--- src/design/satl_ram.sv ---
// Generic single-port-write, single-port-read RAM with a registered read.
// No dependencies.
module satl_ram #(
  parameter int WIDTH = 8,
  parameter int DEPTH = 16,
  localparam int AW = (DEPTH > 1) ? $clog2(DEPTH) : 1
) (
  input  logic             clk_i,
  input  logic             we_i,
  input  logic [AW-1:0]    waddr_i,
  input  logic [WIDTH-1:0] wdata_i,
  input  logic [AW-1:0]    raddr_i,
  output logic [WIDTH-1:0] rdata_o
);

  logic [WIDTH-1:0] mem_q [DEPTH];
  logic [WIDTH-1:0] rdata_q;

  // A read of the address being written returns the old contents.
  always_ff @(posedge clk_i) begin
    if (we_i) begin
      mem_q[waddr_i] <= wdata_i;
    end
    rdata_q <= mem_q[raddr_i];
  end

  assign rdata_o = rdata_q;

endmodule

--- config.mk ---
export PLATFORM = sky130hd
export DESIGN_NAME = satl_ram
export DESIGN_NICKNAME = d
export VERILOG_FILES = /design/src/design/satl_ram.sv
export SDC_FILE = /design/constraint.sdc
export NUM_CORES = 1
export LEC_CHECK = 0
export ABC_AREA = 1
export BUFFER_PORTS_ARGS = -buffer_cell sky130_fd_sc_hd__buf_2
export CORE_ASPECT_RATIO = 0.75
export CORE_UTILIZATION = 40
export DETAILED_ROUTE_END_ITERATION = 12
export HOLD_SLACK_MARGIN = 0.08
export MAX_ROUTING_LAYER = met4
export SYNTH_ARGS = -nofsm -noshare
export SYNTH_HDL_FRONTEND = slang
export SYNTH_SLANG_ARGS = --single-unit
--- constraint.sdc ---
create_clock -name clk_i -period 1.3 [get_ports clk_i]
set_clock_uncertainty 0.15 [all_clocks]
set_input_delay 0.065 -clock clk_i [delete_from_list [all_inputs] [get_ports clk_i]]
set_output_delay 0.065 -clock clk_i [all_outputs]
set_load 0.01 [all_outputs]
# Word level (Yosys, flattened, before mapping)
# Memory sizes are Yosys's and may differ from the RTL's. A register that Yosys moved wholly into a read port is not among the register bits.
# Cells that the tools add are included.
[totals]
ff_bits = 0
latchBits = 0
ram_bits = 128
mem_bits_ro = 0
in_bits = 18
out_inout_bits = 8
elab_cells = 3
n_memories = 1
[classes]
add_sub_neg = 0
mul = 0
div_mod_pow = 0
order_cmp = 0
n_eq_ne = 0
shifts = 0
mux = 2
bitwise_logic = 0
reduce_logical = 0
[mem_list]
columns = ["memory", "depth", "width", "read_ports", "rd_clocked_by_memory_dff", "write_ports", "line_no", "rtl"]
rows = [
  ["mem_q", 16, 8, 1, 1, 1, "16", "logic [WIDTH-1:0] mem_q [DEPTH];"],
]
[ops]
columns = ["cell", "count"]
rows = [
  ["$mux W1", 2],
]

# Logic depth before layout (Yosys ltp)
[depth]
ltp_word = 2
ltp_mapped = 8

# Least setup slack after synthesis
# No wires, ideal clock.
[synth_timing]
kind = "input port to flip-flop"
startpoint = "in waddr_i[2]"
endpoint = "mem mem_q[10][0] (enable)"
setup_time_ns = 0.370
arrival_time_ns = 0.646
slack_ns = 0.134
path_stages = 2
path_buffers = 0
cell_sequence = "nand3b_1 -> nor2_1"
[synth_rtl]
columns = ["item", "line_no", "rtl"]
rows = [
  ["start: declaration", "10", "input logic [AW-1:0] waddr_i,"],
  ["end: declaration", "16", ""],
]
# Straight into the memory's write port.

==> reports/metrics.cfg <==
[outcome]
status=completed

[clocking]
cts_tree=built
worstSkewPairLatency_ns=0.41
post-cts-setup-buffer-count=0
cts_resized=0
cts_buffers=17
root_buffer=clkbuf_16
clkTransAtPathRegs_ns=0.05
cts_num_sinks=136
cts.htree.levels=4
clk_path_buf_depth=2

[synth]
yosysUniqueCellTypes=12
yosysTopAreaCellShare_pct=66.7
yosys-top-cells-count=nand2_1 (173), edfxtp_1 (128), inv_1 (100), nand3_1 (97), nor2_1 (17)
synthTopCellsByArea=edfxtp_1 (67%), nand2_1 (11%), nand3_1 (8.4%), inv_1 (6.5%), dfxtp_1 (2.8%)
yosysMostFrequentCell=nand2_1
synth_edf_count=128
async_flop_share_pct=0
yosysSeqAreaShare_pct=69.4
synth-main-ff-cell=edfxtp_1
syn_inst=551
syn_area_mm2=0.00577
synth_area_per_cell_um2=10.5
yosys_warnings=0
synth-seq-cells=136
yosysTopAreaCell=edfxtp_1
synth_nets=569

[die]
ios=26
die-height_um=106
rows=37
initial_core_util_pct=41.5
dieArea_mm2=0.0149
fp.dieW_um=141
coreArea_mm2=0.0139

[setup_path]
worst-path-buf-inv=4
cp.arrival_ns=1.33
endpoint_kind=flip-flop
critical_path.max_stage_delay_ns=0.53
slowest_stage=dlygate4sd3_1
crit-reg2reg-capture=rdata_o[3]
required_ns=1.44
path_delay_family=buffers and inverters
rrSetupSlack_ns=0.18
worstRegToRegCells=6
cpMostUsedCell=nand3_1
worstSetupStartpointType=input pin
path_max_fanout=16
worstSetupPathType=in2reg
reg2reg_from=mem_q[7][3]
crit_chain=dlygate4sd3_1 -> buf_2 -> inv_1 -> buf_12 -> nand3_1 -> nand3_1 -> nand2_1

[timing]
hold_violations=0
setup_viol=0
rsz0062_at_grt=no
finalCritPeriodShare_pct=92.0
slew_headroom_pct=74.1
tightest_slew_ns=0.388
slew_viol_final=0
min_period_ns=1.20
fin_setup_tns_ns=0
max_freq_mhz=836

[placed_design]
dp_cells=755
dp_hpwl_um=8480
port_buffers=25
gp_congestion=0.812

[global_routing]
grt_pass1_vias=3841
antenna_found_initial=0
grt_pass1_wl_um=21100
grt_max_degree=45
gr-total-overflow=0
track_usage_pct=20.2

[route]
route.met2.wl_um=5750
routed_wl_um=13200
postRouteAntennaNets=0
wl_per_cell_um=16.6
highest_layer=met4
dr_wl_met3_um=856
post_drt_via_cell_ratio=4.88
dr.pass1.iters=5
drt-initial-drc-count=294
num_vias=3888
drc=0
met1_length_um=6430

[final_layout]
instances_no_fill=796
layout.nets=627
regArea_mm2=0.00400
multi_input_area_mm2=0.00121
layout-drive-gt1-share_pct=12.6
syn_to_final_growth_pct=18.7
fin_util_pct=49.3
fill_cells=1248
diodes=0

[worst_hold_path]
hold_depth=6
hp-start=raddr_i[1]
worstHoldPathType=in2reg
min_to=rdata_o[4]

[run]
drv_cap=0

[pwr]
power_leakage_uw=0.00297
p_per_area_mw_per_mm2=1460
ir_worst_vdd_v=0.000886
finalPower_uw=10000

-- how the worst max path moves through the flow --
stage	depth (start not counted)	slack (ns)	endpoint	from
after floorplan	2	0.13	mem_q[10][0]	waddr_i[2]
after global placement	8	0.06	rdata_o[3]	raddr_i[0]
after detailed placement	8	0.06	rdata_o[3]	raddr_i[0]
after CTS	7	0.11	rdata_o[3]	raddr_i[2]
after global routing	6	0.03	rdata_o[0]	raddr_i[2]
final	7	0.10	rdata_o[3]	raddr_i[2]
-- per-layer routing --
metal  track usage (%)  vias to the layer above
li1                  -                     1890
met1              28.7                     1867
met2              28.3                      120
met3              4.86                       11
met4              6.44                        0
met5                 -                        -
-- flip-flops by register name (all words and copies together) (netlist names) --
name     cells
mem_q      128
rdata_o      8
-- cell type report --
type	instances	share of cell area, %
Sequential cell	136	58.5
Multi-Input combinational cell	289	17.7
Timing Repair Buffer	63	7.09
Clock buffer	19	6.32
Inverter	102	5.59
Tap cell	175	3.20
Clock inverter	12	1.61
-- cells by family after synthesis --
logic type / after synthesis / share of synthesized area (%)
buffers and inverters: 126 / 9.52
DFF: 136 / 69.4
and+or+nand+nor: 289 / 21.0
-- power breakdown --
group	total (µW)	internal [µW]	switching, µW
Sequential	4940	4900	37.7
Clock	4440	2760	1680
Combinational	633	221	412
Total	10000	7890	2130
-- through the flow --
stage	setup slack (ns)	instance area (µm²)	hold WS (ns)
2_1_floorplan	0.134	5770	0.0139
3_5_place_dp	0.0646	6200	0.315
6_report	0.104	6850	0.114
3_3_place_gp	0.0649	6200	0.315
4_1_cts	0.109	6850	0.0975
5_1_grt	0.0253	6850	0.156
-- layout by cell type, fill, tap and decap left out --
master | synthesis | final
clkinvlp_4 | 0 | 3
dlygate4sd3_1 | 0 | 10
inv_2 | 2 | 2
clkinv_2 | 0 | 1
nor2_1 | 17 | 17
buf_4 | 4 | 24
nand3_1 | 97 | 97
nand3b_1 | 2 | 2
dfxtp_1 | 8 | 8
edfxtp_1 | 128 | 128
inv_1 | 100 | 100
bufinv_16 | 0 | 2
nand2_1 | 173 | 173
clkbuf_1 | 0 | 2
buf_12 | 0 | 4
clkinv_1 | 0 | 6
buf_2 | 13 | 25
clkbuf_16 | 0 | 17
-- worst register-to-register path, cell delays in order (launching register included) --
cell and delay, ns:
edfxtp_1 0.37, inv_1 0.08, nand2_1 0.05, nand3_1 0.08, nand3_1 0.08, nand3_1 0.10, nand2_1 0.09
-- timing repair --
| item | in CTS | in global routing |
|---|---|---|
| hold buffers | 10 | 0 |
| endpoints found under the setup margin | 0 | 0 |
| endpoints found under the hold margin | 136 | 0 |
Note: power is estimated with default switching activity, not from simulation.
