==> config.mk <==
export PLATFORM = sky130hd
export DESIGN_NAME = satl_set_index
export DESIGN_NICKNAME = d
export VERILOG_FILES = /design/src/design/satl_set_index.sv
export SDC_FILE = /design/constraint.sdc
export NUM_CORES = 1
export LEC_CHECK = 0
export BUFFER_PORTS_ARGS = -buffer_cell sky130_fd_sc_hd__clkbuf_2
export CAP_MARGIN = 0
export CELL_PAD_IN_SITES_DETAIL_PLACEMENT = 1
export CELL_PAD_IN_SITES_GLOBAL_PLACEMENT = 2
export CORE_MARGIN = 1
export CORE_UTILIZATION = 10
export DETAILED_ROUTE_END_ITERATION = 10
export PLACE_DENSITY_LB_ADDON = 0.1
export SYNTH_ARGS = -nofsm -noshare
export SYNTH_HDL_FRONTEND = slang
export SYNTH_SLANG_ARGS = --single-unit
export TNS_END_PERCENT = 1
==> constraint.sdc <==
create_clock -name clk_i -period 0.8 [get_ports clk_i]
set_clock_uncertainty 0.05 [all_clocks]
set_input_delay 0 -clock clk_i [delete_from_list [all_inputs] [get_ports clk_i]]
set_output_delay 0 -clock clk_i [all_outputs]
set_load 0.03 [all_outputs]
==> src/design/satl_set_index.sv <==
// Two-stage reduction of a shifted address to a set index modulo SETS.
// No dependencies.
module satl_set_index #(
  parameter int SRC_W = 48,
  parameter int SETS  = 64,
  localparam int IDX_W = (SETS > 1) ? $clog2(SETS) : 1
) (
  input  logic             clk_i,
  input  logic [SRC_W-1:0] src_i,
  output logic [IDX_W-1:0] set_o
);

  // Residue of 2**n modulo m, by repeated doubling.
  function automatic int unsigned pow2_mod(int unsigned n, int unsigned m);
    int unsigned r;
    r = (m > 1) ? 1 : 0;
    for (int unsigned j = 0; j < n; j++) begin
      r = r << 1;
      if (r >= m) begin
        r = r - m;
      end
    end
    return r;
  endfunction

  if ((SETS & (SETS - 1)) == 0) begin : g_pow2
    logic [IDX_W-1:0] low_q;
    logic [IDX_W-1:0] set_q;

    always_ff @(posedge clk_i) begin
      low_q <= (SETS == 1) ? '0 : src_i[IDX_W-1:0];
      set_q <= low_q;
    end

    assign set_o = set_q;
  end else begin : g_mod
    localparam int SUM_W     = $clog2(SRC_W * SETS) + 1;
    localparam int RED_STEPS = $clog2(SRC_W);

    logic [SUM_W-1:0] term [SRC_W];
    logic [SUM_W-1:0] sum_d;
    logic [SUM_W-1:0] sum_q;
    logic [SUM_W-1:0] rem;
    logic [IDX_W-1:0] set_q;

    // Each address bit contributes its weight already reduced modulo SETS.
    for (genvar i = 0; i < SRC_W; i++) begin : g_term
      localparam int unsigned RESIDUE = pow2_mod(i, SETS);
      assign term[i] = src_i[i] ? SUM_W'(RESIDUE) : '0;
    end

    always_comb begin
      sum_d = '0;
      for (int i = 0; i < SRC_W; i++) begin
        sum_d = sum_d + term[i];
      end
    end

    // The sum is below SETS times a power of two, so a short chain of
    // conditional subtractions finishes the reduction.
    always_comb begin
      rem = sum_q;
      for (int k = RED_STEPS - 1; k >= 0; k--) begin
        if (rem >= (SUM_W'(SETS) << k)) begin
          rem = rem - (SUM_W'(SETS) << k);
        end
      end
    end

    always_ff @(posedge clk_i) begin
      sum_q <= sum_d;
      set_q <= rem[IDX_W-1:0];
    end

    assign set_o = set_q;
  end

endmodule

Yosys cells after proc, flatten, opt, wreduce, memory -nomap -nowiden
Index checks and enable logic that the tools add are counted.

storage, ports and cells
  input port bits = 49
  logic and storage cells = 2
  bits in registers = 12

Logic depth before layout (Yosys ltp)
Gate-level depths: netlist of the first run.

  depth in word-level cells = 0
  gate-level depth with buffers = 0

Worst setup path before layout of the first run
Ideal clock, no wire load.

  path type = register to output
  start = reg g_pow2.set_q[0] (netlist: set_o[0])
  end = out set_o[0]
  arrival time = 459 ps
  data required time = 750 ps
  slack = 291 ps
  cell stages (with the launch flop) = 1
  path through = dfxtp_1

RTL lines
  item                      RTL line  RTL
  start: declaration        28        logic [IDX_W-1:0] set_q;
  start signal: assignment  32        set_q <= low_q;
  end: declaration          10        output logic [IDX_W-1:0] set_o

No word-level cell between the ends.

Worst setup path after layout of the first run
  start = reg g_pow2.set_q[4] (netlist: set_o[4])
  end = out set_o[4]

No word-level cell between the ends.

==> results.sh, run 1 <==
export IMPL_floorplan_die_width_um=51.0
export IMPL_critPathArrivalTime_ps=710
export IMPL_max_slew_margin_pct=95.3
export IMPL_layout_drive_gt1_share_pct=63.6
export IMPL_post_cts_setup_buffers=0
export IMPL_total_clock_buffers_created_by_cts=3
export IMPL_floorplan_rows=17
export IMPL_final_core_utilization_pct=21.7
export IMPL_static_leakage_power_nw=0.210
export IMPL_numClockSinks=12
export IMPL_vdd_ir_drop_max_mv=0.688
export IMPL_finalMaxSlewViolations=0
export IMPL_grt_max_degree=7
export IMPL_number_of_nets_still_failing_antenna_checks_after_routing=0
export IMPL_post_layout_total_power_mw=1.11
export IMPL_cp_num_buf_inv=1
export IMPL_fin_nets=84
export IMPL_max_clock_path_buffers=2
export IMPL_global_route_usage_total_pct=4.42
export IMPL_dr_first_iter_drc_count=1
export IMPL_finalSetupViolations=0
export IMPL_first_pass_drt_iterations=2
export IMPL_die_y_um=51.0
export IMPL_viasPerCell=2.74
export IMPL_cp_start_kind="flop"
export IMPL_number_of_antenna_violations_at_the_first_check_in_global_routing=0
export IMPL_clock_tree_root_cell="clkbuf_4"
export IMPL_vias=167
export IMPL_cellPowerDensity_nw_per_um2=2290
export IMPL_multi_input_comb_area_um2=0
export IMPL_hold_viol=0
export IMPL_rsz0062_at_grt="true"
export IMPL_route_detailed_wl_per_inst_um=6.49
export IMPL_nMultiInputCombCells=0
export IMPL_worst_slew_pin_transition_ps=70.2
export IMPL_hp_class="reg -> reg"
export IMPL_classification_of_the_worst_setup_path="reg -> out"
export IMPL_design_die_area_um2=2600
export IMPL_postSynthAreaPerCell_um2=20.0
export IMPL_cts_htree_levels=1
export IMPL_synth_seq_cells=12
export IMPL_regToRegSetupSlack_ps=350
export IMPL_path_max_fanout=1
export IMPL_achievable_frequency_ghz=1.31
export IMPL_synth_seq_area_share_pct=100
export IMPL_critPathSlowestCell="dfxtp_2"
export IMPL_core_region_area_um2=2230
export IMPL_critPathCaptureType="output pin"
export IMPL_synthesis_instances=12
export IMPL_num_antenna_cells=0
export IMPL_maxcap_viol_count=0
export IMPL_path_clk_slew_ps=70
export IMPL_initial_utilization_pct=10.8
export IMPL_syn_area_um2=240
export IMPL_fin_crit_sh_pct=95.6
export IMPL_synth_warnings=0
export IMPL_cp_top_family="flip-flops"
export IMPL_drc_errors=0
export IMPL_worstPathRequired_ps=750
export IMPL_synthesis_nets=61
export IMPL_first_global_vias=159
export IMPL_gp_congestion=0.515
export IMPL_wl_um=396
export IMPL_cts_tree="built"
export IMPL_design_portCount=55
export IMPL_cp_cell_sequence="buf_8"
export IMPL_worst_skew_pair_late_latency_ps=260
export IMPL_grt_overflow_total=0
export IMPL_first_pass_grt_wire_length_um=683
export IMPL_status="complete, no violations"
export IMPL_synth_distinct_cells=1
export IMPL_area_growth_synth_to_final_pct=102
export IMPL_final_period_minus_worst_setup_slack_ps=764
export IMPL_worst_path_largest_cell_delay_ps=320
export IMPL_io_buffers=12
## stage by stage
stage | cell area [um^2] | hold WS (ps) | setup TNS (ps) | std cells | setup slack (ps)
after floorplan | 240 | -22.3 | 0 | 12 | 291
after global placement | 335 | 52.7 | 0 | 52 | 269
after detailed placement | 335 | 54.4 | 0 | 52 | 261
after CTS | 478 | 282 | 0 | 61 | 0.358
after global routing | 485 | 285 | -7.48 | 61 | -6.89
final | 485 | 279 | 0 | 61 | 35.5
## timing repair
| action | CTS | global route |
|---|---|---|
| resized for setup | 18 | 6 |
| hold endpoints to repair | 6 | 0 |
| endpoints found under the setup margin | 6 | 6 |
| hold buffers | 6 | 0 |
## synth_stat cells (all sizes together)
master | count | area (um^2)
dfxtp | 12 | 240
## per-layer routing
layer / vias to the layer above / global-route usage (%) / share of wire, %
met1: 78 / 3.05 / 30
met4: 0 / 4.17 / 3.0
met2: 7 / 5.92 / 54
met5: - / 0 / 0
li1: 80 / - / -
met3: 2 / 5.36 / 13
## registers in the layout, indices dropped and copies added (netlist names)
signal / flops
g_pow2.low_q: 6
set_o: 6
## power breakdown
| part | internal [mW] | switching [mW] |
|---|---|---|
| combinational | 0.0695 | 0.0440 |
| sequential | 0.633 | 0.0125 |
| clock | 0.174 | 0.181 |
| total | 0.876 | 0.237 |
## cells in the final DEF (no fill, tap or decap), drive strengths merged
cell,instances
buf,6
dlygate4sd3,6
clkbuf,9
dfxtp,12
## path summary, 6_finish.rpt
path	start	endpoint	cells after the start
max	set_o[4]	set_o[4]	1
min	g_pow2.low_q[2]	set_o[2]	0
max reg2reg	g_pow2.low_q[4]	set_o[4]	0
min reg2reg	g_pow2.low_q[2]	set_o[2]	0
## cells by family after synthesis
family	Yosys count	synth area share [%]
flip-flops	12	100
## area by class of cell
cell class | instances | area [um^2]
Sequential cell | 12 | 248
Clock buffer | 3 | 22.5
Tap cell | 28 | 35.0
Fill cell | 254 | 1750
Timing Repair Buffer | 18 | 180
Note: power is estimated with default switching activity, not from simulation.
==> inputs of run 2 (changes only) <==
Clock period 0.8 ns to 0.9 ns, I/O delays scaled along.
==> results.sh, run 2 (synthesized netlist as in run 1, its figures left out) <==
export IMPL_timing_hold_worst_path_depth=0
export IMPL_io_buffers=12
export IMPL_design_die_area_um2=2600
export IMPL_total_clock_buffers_created_by_cts=3
export IMPL_max_clock_path_buffers=2
export IMPL_dpl_cell_area_um2=335
export IMPL_maxcap_viol_count=0
export IMPL_route_detailed_wl_per_inst_um=6.54
export IMPL_number_of_nets_still_failing_antenna_checks_after_routing=0
export IMPL_max_slew_margin_pct=88.4
export IMPL_min_delay_worst_endpoint="set_o[2]"
export IMPL_finalSetupViolations=0
export IMPL_cp_num_buf_inv=1
export IMPL_cts_repair_resize_count=0
export IMPL_cts_htree_levels=1
export IMPL_most_common_layout_cells="12 x dfxtp_1, 12 x clkbuf_2, 6 x dlygate4sd3_1"
export IMPL_vdd_ir_drop_max_mv=0.609
export IMPL_viasPerCell=2.69
export IMPL_critPathArrivalTime_ps=770
export IMPL_finish_instance_area_um2=418
export IMPL_worst_slew_pin_transition_ps=175
export IMPL_drc_errors=0
export IMPL_floorplan_rows=17
export IMPL_multi_input_comb_area_um2=0
export IMPL_floorplan_die_width_um=51.0
export IMPL_vias=164
export IMPL_hold_crit_start="g_pow2.low_q[2]"
export IMPL_critPathCaptureType="output pin"
export IMPL_worst_path_largest_cell_delay_ps=310
export IMPL_fin_crit_sh_pct=91.0
export IMPL_status="complete, no violations"
export IMPL_core_region_area_um2=2230
export IMPL_first_global_vias=147
export IMPL_numClockSinks=12
export IMPL_wl_um=399
export IMPL_first_pass_drt_iterations=2
export IMPL_setup_tns_final_ps=0
export IMPL_worst_skew_pair_late_latency_ps=260
export IMPL_path_clk_slew_ps=70
export IMPL_cts_tree="built"
export IMPL_initial_utilization_pct=10.8
export IMPL_achievable_frequency_ghz=1.22
export IMPL_final_period_minus_worst_setup_slack_ps=819
export IMPL_global_route_usage_total_pct=4.29
export IMPL_cp_start_kind="flop"
export IMPL_classification_of_the_worst_setup_path="reg -> out"
export IMPL_fin_nets=84
export IMPL_finalMaxSlewViolations=0
export IMPL_die_y_um=51.0
export IMPL_hold_viol=0
export IMPL_num_antenna_cells=0
export IMPL_grt_max_degree=7
export IMPL_crit_reg2reg_capture="set_o[4]"
export IMPL_hp_class="reg -> reg"
export IMPL_cp_cell_sequence="clkbuf_2"
export IMPL_cp_top_family="flip-flops"
export IMPL_path_max_fanout=1
export IMPL_regToRegSetupSlack_ps=450
export IMPL_cellPowerDensity_nw_per_um2=2280
export IMPL_area_growth_synth_to_final_pct=74.0
export IMPL_grt_overflow_total=0
export IMPL_dr_first_iter_drc_count=1
export IMPL_gp_congestion=0.515
export IMPL_nMultiInputCombCells=0
export IMPL_r2r_cells=0
export IMPL_layout_drive_gt1_share_pct=45.5
export IMPL_number_of_antenna_violations_at_the_first_check_in_global_routing=0
export IMPL_first_pass_grt_wire_length_um=655
export IMPL_static_leakage_power_nw=0.190
export IMPL_worstPathRequired_ps=850
export IMPL_r2r_start="g_pow2.low_q[4]"
export IMPL_design_portCount=55
export IMPL_critPathSlowestCell="dfxtp_1"
export IMPL_rsz0062_at_grt="false"
export IMPL_clock_tree_root_cell="clkbuf_4"
[run 2: metal layers]
metal | global-route usage [%] | share of wire, % | up-vias
met3 | 5.36 | 14 | 2
li1 | - | - | 79
met4 | 4.17 | 3.0 | 0
met1 | 2.69 | 29 | 76
met5 | 0 | 0 | -
met2 | 5.92 | 54 | 7
[run 2: worst max path at each step]
stage                to  slack, ps     start  cells after the start
4_1_cts        set_o[4]         60  set_o[4]                      1
2_1_floorplan  set_o[0]        390  set_o[0]                      0
3_5_place_dp   set_o[4]        360  set_o[4]                      1
6_report       set_o[4]         80  set_o[4]                      1
3_3_place_gp   set_o[1]        370  set_o[1]                      1
5_1_grt        set_o[4]         20  set_o[4]                      1
[run 2: layout make-up]
type,instances,area (um^2)
sequential,12,240
tap,28,35.0
fill,259,1820
clock buffer,3,22.5
timing repair buffer,18,120
[run 2: where the power goes]
part	leakage, nW	switching (mW)	internal [mW]	total, mW
sequential	0.101	0.00559	0.559	0.565
clock	0.0138	0.160	0.154	0.315
combinational	0.0749	0.0393	0.0348	0.0741
total	0.190	0.205	0.748	0.954
[run 2: timing repair]
action / 4_1_cts / 5_1_grt
hold buffers: 6 / 0
buffers inserted: 0 / 0
hold endpoints to repair: 6 / 0
setup endpoints to repair: 0 / 0
[run 2: through the flow]
stage	std cells	utilization, %	power, mW	setup WS, ps	hold WS [ps]
floorplan	12	-	0.606	391	-22.3
global placement	52	15.0	0.631	369	52.7
detailed placement	52	15.0	0.633	361	54.4
CTS	61	18.7	0.991	55.9	285
global route	61	18.7	1.03	21.9	290
finish	61	18.7	0.954	81.4	280
